**config.mk**
```make
export PLATFORM = sky130hd
export DESIGN_NAME = cartridge_bank_mapper_rtc_top
export DESIGN_NICKNAME = d
export VERILOG_FILES = /design/src/hdl/cbmr_pkg.sv /design/src/hdl/cartridge_bank_mapper_rtc_top.sv
export SDC_FILE = /design/constraint.sdc
export NUM_CORES = 1
export LEC_CHECK = 0
export BUFFER_PORTS_ARGS = -buffer_cell sky130_fd_sc_hd__buf_2
export CORE_ASPECT_RATIO = 1.25
export CORE_MARGIN = 4
export CORE_UTILIZATION = 55
export DETAILED_ROUTE_END_ITERATION = 12
export PLACE_DENSITY = 0.83
export SLEW_MARGIN = 25
export SYNTH_ARGS = -nofsm -noshare
export SYNTH_HDL_FRONTEND = slang
export SYNTH_SLANG_ARGS = --single-unit
```
**constraint.sdc**
```tcl
create_clock -name clk_i -period 7 [get_ports clk_i]
set_input_delay 1.75 -clock clk_i [delete_from_list [all_inputs] [get_ports clk_i]]
set_output_delay 1.75 -clock clk_i [all_outputs]
set_load 0.01 [all_outputs]
```
**src/hdl/cbmr_pkg.sv**
```systemverilog
// shared types, codes and helpers for the cartridge bank mapper with rtc
package cbmr_pkg;

  typedef enum logic [1:0] {
    REQ_READ  = 2'd0,
    REQ_WRITE = 2'd1,
    REQ_TICK  = 2'd2,
    REQ_NONE  = 2'd3
  } req_e;

  typedef enum logic [2:0] {
    KIND_DATA   = 3'd0,
    KIND_ROM    = 3'd1,
    KIND_RAM_RD = 3'd2,
    KIND_RAM_WR = 3'd3,
    KIND_NONE   = 3'd4
  } kind_e;

  typedef enum logic [0:0] {
    CFG_ROM_BANK_COUNT = 1'b0,
    CFG_RAM_BANK_COUNT = 1'b1
  } cfg_idx_e;

  localparam logic [3:0] SEL_RTC_SEC    = 4'h8;
  localparam logic [3:0] SEL_RTC_MIN    = 4'h9;
  localparam logic [3:0] SEL_RTC_HOUR   = 4'hA;
  localparam logic [3:0] SEL_RTC_DAY_LO = 4'hB;
  localparam logic [3:0] SEL_RTC_DAY_HI = 4'hC;
  localparam logic [3:0] SEL_RAM_LAST   = 4'h3;

  localparam logic [3:0] ENABLE_KEY     = 4'hA;
  localparam logic [7:0] OPEN_BUS       = 8'hFF;

  localparam logic [7:0] ROM_COUNT_RST  = 8'd2;
  localparam logic [2:0] RAM_COUNT_RST  = 3'd0;

  typedef struct packed {
    kind_e       kind;
    logic [20:0] mem_address;
    logic [7:0]  read_data;
    logic [7:0]  ram_write_data;
  } res_t;

  function automatic logic [5:0] mod60(input logic [7:0] v);
    logic [7:0] r;
    r = v;
    if (r >= 8'd240) r = r - 8'd240;
    if (r >= 8'd120) r = r - 8'd120;
    if (r >= 8'd60)  r = r - 8'd60;
    return r[5:0];
  endfunction

  function automatic logic [4:0] mod24(input logic [7:0] v);
    logic [7:0] r;
    r = v;
    if (r >= 8'd192) r = r - 8'd192;
    if (r >= 8'd96)  r = r - 8'd96;
    if (r >= 8'd48)  r = r - 8'd48;
    if (r >= 8'd24)  r = r - 8'd24;
    return r[4:0];
  endfunction

endpackage

```
**src/hdl/cartridge_bank_mapper_rtc_top.sv**
```systemverilog
// top level of the cartridge bank mapper with real-time clock
// Each input beat (bus read, bus write or one-second tick) is decoded against the current
// mapper and clock state and its one result beat is registered on accept, so the block
// takes one beat per clock; the only hold-off is a full output register whose beat the
// sink stalls. ROM and RAM accesses come out as physical addresses for external memory,
// rtc and open-bus reads carry their byte in read_data_o. The config port is always
// ready; the user must write it only while the block is idle, which goes unchecked.
module cartridge_bank_mapper_rtc_top
  import cbmr_pkg::*;
#(
  parameter int ROM_BANK_BITS = 7,
  parameter int RAM_BANK_BITS = 2
) (
  input  logic        clk_i,
  input  logic        rst_ni,
  input  logic        cfg_valid_i,
  output logic        cfg_ready_o,
  input  logic [0:0]  cfg_index_i,
  input  logic [7:0]  cfg_data_i,
  input  logic        in_valid_i,
  output logic        in_stall_o,
  input  logic [1:0]  req_type_i,
  input  logic [15:0] address_i,
  input  logic [7:0]  write_data_i,
  output logic        out_valid_o,
  input  logic        out_stall_i,
  output logic [2:0]  result_kind_o,
  output logic [20:0] mem_address_o,
  output logic [7:0]  read_data_o,
  output logic [7:0]  ram_write_data_o
);

  localparam logic [6:0] RomWidthMask = 7'((1 << ROM_BANK_BITS) - 1);
  localparam logic [1:0] RamWidthMask = 2'((1 << RAM_BANK_BITS) - 1);

  logic [7:0]  rom_cnt_q;
  logic [2:0]  ram_cnt_q;
  logic [6:0]  rom_bank_q, rom_bank_d;
  logic [3:0]  sel_q, sel_d;
  logic        enable_q, enable_d;
  logic        latch_arm_q, latch_arm_d;
  logic        latched_q, latched_d;
  logic [5:0]  sec_q, sec_d;
  logic [5:0]  min_q, min_d;
  logic [4:0]  hour_q, hour_d;
  logic [8:0]  day_q, day_d;
  logic        halt_q, halt_d;
  logic        carry_q, carry_d;
  logic [27:0] lat_time_q, lat_time_d;
  logic [1:0]  lat_flags_q, lat_flags_d;

  logic        out_valid_q;
  res_t        res_q, res_d;

  logic        accept;
  logic        ext;
  logic        is_ram;
  logic        is_rtc;
  logic [6:0]  rom_mask;
  logic [1:0]  ram_mask;
  logic [20:0] ram_addr;
  logic [7:0]  rtc_byte;
  logic [5:0]  rd_sec, rd_min;
  logic [4:0]  rd_hour;
  logic [8:0]  rd_day;
  logic        rd_halt, rd_carry;

  assign cfg_ready_o = 1'b1;
  assign in_stall_o  = out_valid_q && out_stall_i;
  assign accept      = in_valid_i && !in_stall_o;

  // config writes
  always_ff @(posedge clk_i or negedge rst_ni) begin
    if (!rst_ni) begin
      rom_cnt_q <= ROM_COUNT_RST;
      ram_cnt_q <= RAM_COUNT_RST;
    end else if (cfg_valid_i && cfg_ready_o) begin
      unique case (cfg_idx_e'(cfg_index_i))
        CFG_ROM_BANK_COUNT: rom_cnt_q <= cfg_data_i;
        CFG_RAM_BANK_COUNT: ram_cnt_q <= cfg_data_i[2:0];
        default: ;
      endcase
    end
  end

  // address mapping
  always_comb begin
    rom_mask = (rom_cnt_q == 8'd0) ? 7'd0 : 7'(rom_cnt_q - 8'd1);
    rom_mask = rom_mask & RomWidthMask;
    ram_mask = (ram_cnt_q == 3'd0) ? 2'd0 : 2'(ram_cnt_q - 3'd1);
    ram_mask = ram_mask & RamWidthMask;
    ram_addr = {6'd0, sel_q[1:0] & ram_mask, address_i[12:0]};
    ext      = (address_i[15:13] == 3'b101) && enable_q;
    is_ram   = (sel_q <= SEL_RAM_LAST) && (ram_cnt_q != 3'd0);
    is_rtc   = (sel_q >= SEL_RTC_SEC) && (sel_q <= SEL_RTC_DAY_HI);
  end

  // rtc read: latched copy once any latch happened
  always_comb begin
    if (latched_q) begin
      rd_sec   = lat_time_q[5:0];
      rd_min   = lat_time_q[11:6];
      rd_hour  = lat_time_q[16:12];
      rd_day   = lat_time_q[25:17];
      rd_halt  = lat_flags_q[0];
      rd_carry = lat_flags_q[1];
    end else begin
      rd_sec   = sec_q;
      rd_min   = min_q;
      rd_hour  = hour_q;
      rd_day   = day_q;
      rd_halt  = halt_q;
      rd_carry = carry_q;
    end
    case (sel_q)
      SEL_RTC_SEC:    rtc_byte = {2'd0, rd_sec};
      SEL_RTC_MIN:    rtc_byte = {2'd0, rd_min};
      SEL_RTC_HOUR:   rtc_byte = {3'd0, rd_hour};
      SEL_RTC_DAY_LO: rtc_byte = rd_day[7:0];
      SEL_RTC_DAY_HI: rtc_byte = {rd_carry, rd_halt, 5'd0, rd_day[8]};
      default:        rtc_byte = OPEN_BUS;
    endcase
  end

  // per-beat state update and result
  always_comb begin
    rom_bank_d  = rom_bank_q;
    sel_d       = sel_q;
    enable_d    = enable_q;
    latch_arm_d = latch_arm_q;
    latched_d   = latched_q;
    sec_d       = sec_q;
    min_d       = min_q;
    hour_d      = hour_q;
    day_d       = day_q;
    halt_d      = halt_q;
    carry_d     = carry_q;
    lat_time_d  = lat_time_q;
    lat_flags_d = lat_flags_q;
    res_d       = '{kind: KIND_NONE, mem_address: '0, read_data: '0, ram_write_data: '0};

    case (req_e'(req_type_i))
      REQ_READ: begin
        if (address_i[15:14] == 2'b00) begin
          res_d.kind        = KIND_ROM;
          res_d.mem_address = 21'(address_i);
        end else if (address_i[15:14] == 2'b01) begin
          res_d.kind        = KIND_ROM;
          res_d.mem_address = {rom_bank_q & rom_mask, address_i[13:0]};
        end else if (ext && is_ram) begin
          res_d.kind        = KIND_RAM_RD;
          res_d.mem_address = ram_addr;
        end else begin
          res_d.kind      = KIND_DATA;
          res_d.read_data = (ext && is_rtc) ? rtc_byte : OPEN_BUS;
        end
      end
      REQ_WRITE: begin
        case (address_i[15:13])
          3'b000: enable_d = (write_data_i[3:0] == ENABLE_KEY);
          3'b001: rom_bank_d = (write_data_i[6:0] == 7'd0) ? 7'd1 : write_data_i[6:0];
          3'b010: sel_d = write_data_i[3:0];
          3'b011: begin
            if (!latch_arm_q && write_data_i[0]) begin
              lat_time_d  = {2'd0, day_q, hour_q, min_q, sec_q};
              lat_flags_d = {carry_q, halt_q};
              latched_d   = 1'b1;
            end
            latch_arm_d = write_data_i[0];
          end
          default: begin
            if (ext && is_ram) begin
              res_d.kind           = KIND_RAM_WR;
              res_d.mem_address    = ram_addr;
              res_d.ram_write_data = write_data_i;
            end else if (ext && is_rtc) begin
              case (sel_q)
                SEL_RTC_SEC:    sec_d = mod60(write_data_i);
                SEL_RTC_MIN:    min_d = mod60(write_data_i);
                SEL_RTC_HOUR:   hour_d = mod24(write_data_i);
                SEL_RTC_DAY_LO: day_d = {day_q[8], write_data_i};
                SEL_RTC_DAY_HI: begin
                  day_d   = {write_data_i[0], day_q[7:0]};
                  halt_d  = write_data_i[6];
                  carry_d = write_data_i[7];
                end
                default: ;
              endcase
            end
          end
        endcase
      end
      REQ_TICK: begin
        if (!halt_q) begin
          if (sec_q < 6'd59) begin
            sec_d = sec_q + 6'd1;
          end else begin
            sec_d = '0;
            if (min_q < 6'd59) begin
              min_d = min_q + 6'd1;
            end else begin
              min_d = '0;
              if (hour_q < 5'd23) begin
                hour_d = hour_q + 5'd1;
              end else begin
                hour_d = '0;
                day_d  = day_q + 9'd1;
                if (day_q == 9'd511) carry_d = 1'b1;
              end
            end
          end
        end
      end
      default: ;
    endcase
  end

  always_ff @(posedge clk_i or negedge rst_ni) begin
    if (!rst_ni) begin
      rom_bank_q  <= 7'd1;
      sel_q       <= '0;
      enable_q    <= 1'b0;
      latch_arm_q <= 1'b0;
      latched_q   <= 1'b0;
      sec_q       <= '0;
      min_q       <= '0;
      hour_q      <= '0;
      day_q       <= '0;
      halt_q      <= 1'b0;
      carry_q     <= 1'b0;
      lat_time_q  <= '0;
      lat_flags_q <= '0;
      out_valid_q <= 1'b0;
    end else begin
      if (accept) begin
        rom_bank_q  <= rom_bank_d;
        sel_q       <= sel_d;
        enable_q    <= enable_d;
        latch_arm_q <= latch_arm_d;
        latched_q   <= latched_d;
        sec_q       <= sec_d;
        min_q       <= min_d;
        hour_q      <= hour_d;
        day_q       <= day_d;
        halt_q      <= halt_d;
        carry_q     <= carry_d;
        lat_time_q  <= lat_time_d;
        lat_flags_q <= lat_flags_d;
      end
      if (accept) begin
        out_valid_q <= 1'b1;
      end else if (!out_stall_i) begin
        out_valid_q <= 1'b0;
      end
    end
  end

  // result payload
  always_ff @(posedge clk_i) begin
    if (accept) begin
      res_q <= res_d;
    end
  end

  assign out_valid_o      = out_valid_q;
  assign result_kind_o    = res_q.kind;
  assign mem_address_o    = res_q.mem_address;
  assign read_data_o      = res_q.read_data;
  assign ram_write_data_o = res_q.ram_write_data;

  a_time_range: assert property (@(posedge clk_i) disable iff (!rst_ni)
    sec_q < 6'd60 && min_q < 6'd60 && hour_q < 5'd24)
    else $error("rtc time field out of range");

  a_rom_bank_nonzero: assert property (@(posedge clk_i) disable iff (!rst_ni)
    rom_bank_q != 7'd0)
    else $error("rom bank register holds zero");

  a_accept_gives_beat: assert property (@(posedge clk_i) disable iff (!rst_ni)
    accept |=> out_valid_o)
    else $error("accepted beat produced no result");

  a_latch_sticky: assert property (@(posedge clk_i) disable iff (!rst_ni)
    !$fell(latched_q))
    else $error("latch flag cleared");

endmodule

```
After elaboration in Yosys (flattened, before gate mapping)
Cells that the tools add are included.
{"block": "classes", "addsub": 15, "order_cmp": 15, "eq_ne": 30, "mux": 107, "bitwise_logic": 7, "reduce_logical": 35}
{"cell": "$mux 8", "count": 42}
{"cell": "$mux 6", "count": 17}
{"cell": "$mux 9", "count": 8}
{"cell": "$mux 5", "count": 10}
{"cell": "$mux 24", "count": 2}
{"cell": "$pmux 24 s2", "count": 1}
{"cell": "$mux 23", "count": 2}
{"cell": "$pmux 8 s5", "count": 1}
{"cell": "$pmux 9 s2", "count": 2}
{"cell": "$reduce_and 11->1", "count": 3}
{"cell": "$eq 4x4->1 const B", "count": 6}
{"cell": "$ge 8x6->1 const B", "count": 3}
{"cell": "$ge 8x7->1 const B", "count": 3}
{"cell": "$pmux 6 s2", "count": 2}
{"cell": "$sub 8x7->8 const B", "count": 3}
{"cell": "$ne 2x2->1 const B", "count": 10}
{"cell": "$ge 8x8->1 const B", "count": 2}
{"cell": "$sub 8x8->8 const B", "count": 2}
{"cell": "$mux 15", "count": 1}
{"cell": "$mux 7", "count": 2}
{"cell": "$mux 1", "count": 13}
{"cell": "$add 6x1->6 const B", "count": 2}
{"cell": "$lt 6x6->1 const B", "count": 2}
{"cell": "$ne 2x1->1 const B", "count": 6}
{"cell": "41 further kinds", "count": 64}
{"block": "word_totals", "ff_bits": 122, "input_bits": 40, "word_cells": 230}

Logic depth before layout (Yosys ltp)
{"block": "logic_depth", "ltp_word": 28, "depth_mapped": 14}

Least setup slack after synthesis
OpenSTA, ideal clock, no wires.
{"block": "synth_timing", "path_kind": "input -> register", "startpoint": "in in_valid_i", "endpoint": "reg day_q[5]", "setup_ns": 0.082, "t_arrival_ns": 6.676, "path_slack_ns": 0.242, "cell_stages": 8, "n_path_buf": 1, "path_cell_list": "a21boi_0 o221ai_1 a21oi_1 and3b_1 a21boi_2 buf_2 a21oi_1 a31oi_1"}
{"block": "synth_between", "elab_chain_cells": 2}
{"element": "start, declared", "line": "cartridge_bank_mapper_rtc_top.sv:20", "source": "input logic in_valid_i,"}
{"element": "$logic_and 1x1->1", "line": "cartridge_bank_mapper_rtc_top.sv:70", "source": "assign accept = in_valid_i && !in_stall_o;"}
{"element": "$reduce_and 11->1 (no source line)"}
{"element": "end signal, assigned", "line": "cartridge_bank_mapper_rtc_top.sv:244", "source": "day_q <= day_d;"}
{"element": "end, declared", "line": "cartridge_bank_mapper_rtc_top.sv:46", "source": "logic [8:0] day_q, day_d;"}
Every way passes these cells.
A chain may end at the register's enable or synchronous reset.

Final worst setup path
{"block": "layout_timing", "startpoint": "in write_data_i[4]", "endpoint": "reg min_q[5]"}
{"block": "layout_between", "elab_chain_cells": 21, "elab_cells_between_ends": 24, "classes_between": "add/sub (3); order compare (3); mux (18)"}
{"element": "start, declared", "line": "cartridge_bank_mapper_rtc_top.sv:24", "source": "input logic [7:0] write_data_i,"}
{"element": "$sub 8x8->8 / $ge 8x8->1 (equally long branches)", "line": "cbmr_pkg.sv:47", "source": "if (r >= 8'd240) r = r - 8'd240;"}
{"element": "$mux 8 *", "line": "cbmr_pkg.sv:47"}
{"element": "$mux 8 *", "line": "cartridge_bank_mapper_rtc_top.sv:177", "source": "case (sel_q)"}
{"element": "$mux 8 *", "line": "cartridge_bank_mapper_rtc_top.sv:176", "source": "end else if (ext && is_rtc) begin"}
{"element": "$mux 8 *", "line": "cartridge_bank_mapper_rtc_top.sv:172", "source": "if (ext && is_ram) begin"}
{"element": "$mux 8 *", "line": "cartridge_bank_mapper_rtc_top.sv:159", "source": "case (address_i[15:13])"}
{"element": "$mux 8 *", "line": "cartridge_bank_mapper_rtc_top.sv:142", "source": "case (req_e'(req_type_i))"}
{"element": "$sub 8x7->8 / $ge 8x7->1 (equally long branches)", "line": "cbmr_pkg.sv:48", "source": "if (r >= 8'd120) r = r - 8'd120;"}
{"element": "[5 not listed]"}
{"element": "$mux 8 *", "line": "cartridge_bank_mapper_rtc_top.sv:142"}
{"element": "$ge 8x6->1 / $sub 6x6->6 (equally long branches)", "line": "cbmr_pkg.sv:49", "source": "if (r >= 8'd60) r = r - 8'd60;"}
{"element": "$mux 6 *", "line": "cbmr_pkg.sv:49"}
{"element": "$mux 6 *", "line": "cartridge_bank_mapper_rtc_top.sv:177"}
{"element": "$mux 6 *", "line": "cartridge_bank_mapper_rtc_top.sv:176"}
{"element": "$mux 6 *", "line": "cartridge_bank_mapper_rtc_top.sv:172"}
{"element": "$mux 6 *", "line": "cartridge_bank_mapper_rtc_top.sv:159"}
{"element": "$pmux 6 s2 *", "line": "cartridge_bank_mapper_rtc_top.sv:142"}
{"element": "end signal, assigned", "line": "cartridge_bank_mapper_rtc_top.sv:242", "source": "min_q <= min_d;"}
{"element": "end, declared", "line": "cartridge_bank_mapper_rtc_top.sv:44", "source": "logic [5:0] min_q, min_d;"}
Mark *: on every way between the ends. The rest lies on a longest branch, timed or not. The select of a mux whose other input is x is not followed.

==> results.md <==
* Status: finished clean
* Total iterations of the first detailed-routing run at 5
* Sequential share of the synthesized area at 0.483
* Routability cong. at 0.911
* Prevailing post-synth register cell: dfrtp_1
* Crit-path cells: buf_2, ha_1, nand3_1, xnor2_1, ha_1, nor4b_1, a22oi_1, o2bb2ai_1, ha_1, nor2_1, o211ai_1, nand2_1, o32a_1
* Leakage at 3.38 nW
* Asr flop ratio synth at 0.672
* Core Region at 11,800 um^2
* Post-synth cell types at 76
* Initial core utilization at 0.572
* GRT Overall Usage at 0.247
* Max Slew Vio Count at 0
* Endpoint type of the worst setup path: flop
* Initial detailed-routing violation count at 628
* DR DRC count at 0
* CTS resizes at 0
* Max stage delay cell, worst path: nor4b_1
* CTS tree: built
* RSZ-0062 raised after global routing: false
* GR met3 Demand/Resource at 0.0539
* Syn avg cell area at 10.5 um^2
* Synthesis warning total at 0
* Detailed-placement wirelength estimate at 11,700 um
* Max FO, Critical Path at 18
* Routed len/inst at 19.5 um
* Final hold violation count at 0
* Die Wd at 107 um
* Pwr dens at 255 nW/um^2
* Synth top area share at 0.297
* Setup bufs post-CTS at 0
* Root buffer cell: clkbuf_16
* # IOs at 83
* Site Rows at 44
* Max Fclk at 0.213 GHz
* GR peak layer: met2
* Detailed-route vias per instance at 6.40
* Grt total ovfl at 0
* Initial antenna violation count at 0
* Place WS at 2.03 ns
* Layout Nets at 763
* Die Span Y at 132 um
* Vias in the first global route at 5,621
* First-pass GRT wire length at 27,900 um
* Mapped cell area at 6740 um^2
* Antenna cell count at 0
* Commonest cells after routing, fill and taps aside: dfrtp_1, buf_2, nand2_1
* Slew HR at 0.415
* CTS Buf Count at 17
* Tmin final at 4.69 ns
* Grt met1 use at 0.280
* Cell total after placement at 850
* Main area contributors after synthesis: dfrtp_1, edfxtp_1, mux2_2
* H-tree depth at 4
* Die area at 14,100 um^2
* CP startpoint kind: input pin
* Post-synth EDFFs at 40
* Syn nets at 696
* Final setup violating endpoints at 0
* Finished Cell Area at 7780 um^2
* Pin count of the biggest net entering global routing at 83
* Setup ws final at 2.31 ns
* Routed vias at 5,648
* Worst-margin pin slew at 0.877 ns
* Placement Cell Area at 7190 um^2
* Delay-heaviest family, CP: compound AO/OA/AOI/OAI gates
* Cells after synthesis at 641
* Hold buffers post-CTS at 0
* Clock sinks at 122
* Max Cap Viol at 0
* Slowest stage delay, CP at 0.48 ns
* Clock-pin slew on the worst setup and hold paths at 0.05 ns
* Fill cells at 889
* Clock skew at 0.00486 ns
* Later-pin clock latency in the skew report at 0.41 ns
* Port Buffers at 81
* Clk buf depth at 2
* Area growth syn-to-layout at 15.4%
* Layout cell share with drive strength beyond 1 at 0.259
* Worst vdd ir at 132 uV
* Post-route clock period utilization at 0.669
* Worst path bufs/invs at 1
* Most used cell along the critical path: ha_1
* Critical path class: in2reg
* Non-filler instance count after layout at 882
* Seq cells post-synth at 122
* Register area at 3260 um^2
* Hold Path Class: reg2reg
* Worst Path Arrival at 4.98 ns
* Footprint of the multi-input gates at 3220 um^2
* CP required at 7.29 ns
* WL final at 17,200 um
* Synth area leader: dfrtp_1
* DRT antenna net count at 0
* TNS Setup at 0 ns
* Met2 Track Usage GR at 0.427
[area by class of cell]
| type | count | share of cell area |
|---|---|---|
| Timing Repair Buffer | 85 | 0.0568 |
| Inverter | 18 | 0.00869 |
| Clock buffer | 19 | 0.0557 |
| Clock inverter | 13 | 0.0196 |
| Sequential cell | 122 | 0.419 |
| Tap cell | 161 | 0.0259 |
| Multi-Input combinational cell | 464 | 0.415 |
[sequential cells by signal (all words and copies together) (netlist names), 2 cells and up]
name	count
rom_bank_q	7
ram_write_data_o	8
hour_q	5
day_q	9
rom_cnt_q	8
mem_address_o	21
ram_cnt_q	3
read_data_o	8
sel_q	4
min_q	6
lat_flags_q	2
sec_q	6
lat_time_q	26
result_kind_o	3
[final timing paths]
kind | start | to | slack, ns | cells past startpoint
max | write_data_i[4] | min_q[5]$_DFFE_PN0P_ | 2.31 | 13
min | rom_bank_q[3]$_DFFE_PN0P_ | rom_bank_q[3]$_DFFE_PN0P_ | 0.49 | 2
max reg2reg | out_valid_o$_DFFE_PN0P_ | day_q[2]$_DFFE_PN0P_ | 3.92 | 8
min reg2reg | rom_bank_q[3]$_DFFE_PN0P_ | rom_bank_q[3]$_DFFE_PN0P_ | 0.49 | 2
max in group asynchronous | rst_ni | lat_time_q[2]$_DFFE_PN0P_ | 5.10 | 1
min in group asynchronous | rst_ni | rom_cnt_q[3]$_DFFE_PN0P_ | 1.38 | 1
[synth_stat cells (all sizes together) (18+ instances only)]
cell    count
dfrtp      80
nand2      56
mux2       54
o21ai      44
edfxtp     40
nor2       38
a21oi      25
and2       24
mux2i      24
clkbuf     21
nand3      21
a31oi      19
inv        18
[worst reg2reg max path: cells and delay by family, from the launching register on]
| kind | cells | cell delay, ns |
|---|---|---|
| DFF | 1 | 0.41 |
| AOI/OAI and AO/OA | 6 | 1.85 |
| buffers and inverters | 1 | 0.46 |
| and+or+nand+nor | 1 | 0.24 |
[kinds of logic (layout without fill, tap and decap cells)]
| family | Yosys count | after routing | synth area share |
|---|---|---|---|
| xor+xnor | 11 | 11 | 0.0154 |
| other cells | 1 | 1 | 0.000557 |
| simple gates | 215 | 215 | 0.167 |
| buf+inv | 55 | 135 | 0.0407 |
| fa+ha+maj | 15 | 15 | 0.0279 |
| flops | 122 | 122 | 0.483 |
| mux | 78 | 78 | 0.126 |
| compound gates | 144 | 144 | 0.140 |
[power breakdown]
part           internal (W)  total [W]  switching, W
combinational      0.000110   0.000267      0.000157
sequential         0.000794   0.000853     0.0000592
clock              0.000555   0.000859      0.000304
[metal layers]
layer	vias up	part of all wire
met5	-	0
met4	0	0.053
met3	88	0.073
met2	348	0.51
met1	2702	0.36
li1	2510	-
[metrics by stage]
| step | total power (W) | util | hold slack, ns |
|---|---|---|---|
| floorplan | 0.00103 | - | 0.442 |
| global placement | 0.00110 | 0.610 | 0.453 |
| detailed placement | 0.00112 | 0.610 | 0.463 |
| CTS | 0.00198 | 0.660 | 0.495 |
| global route | 0.00205 | 0.660 | 0.512 |
| finish | 0.00198 | 0.660 | 0.492 |
No activity file was read; power rests on OpenSTA's default activity.
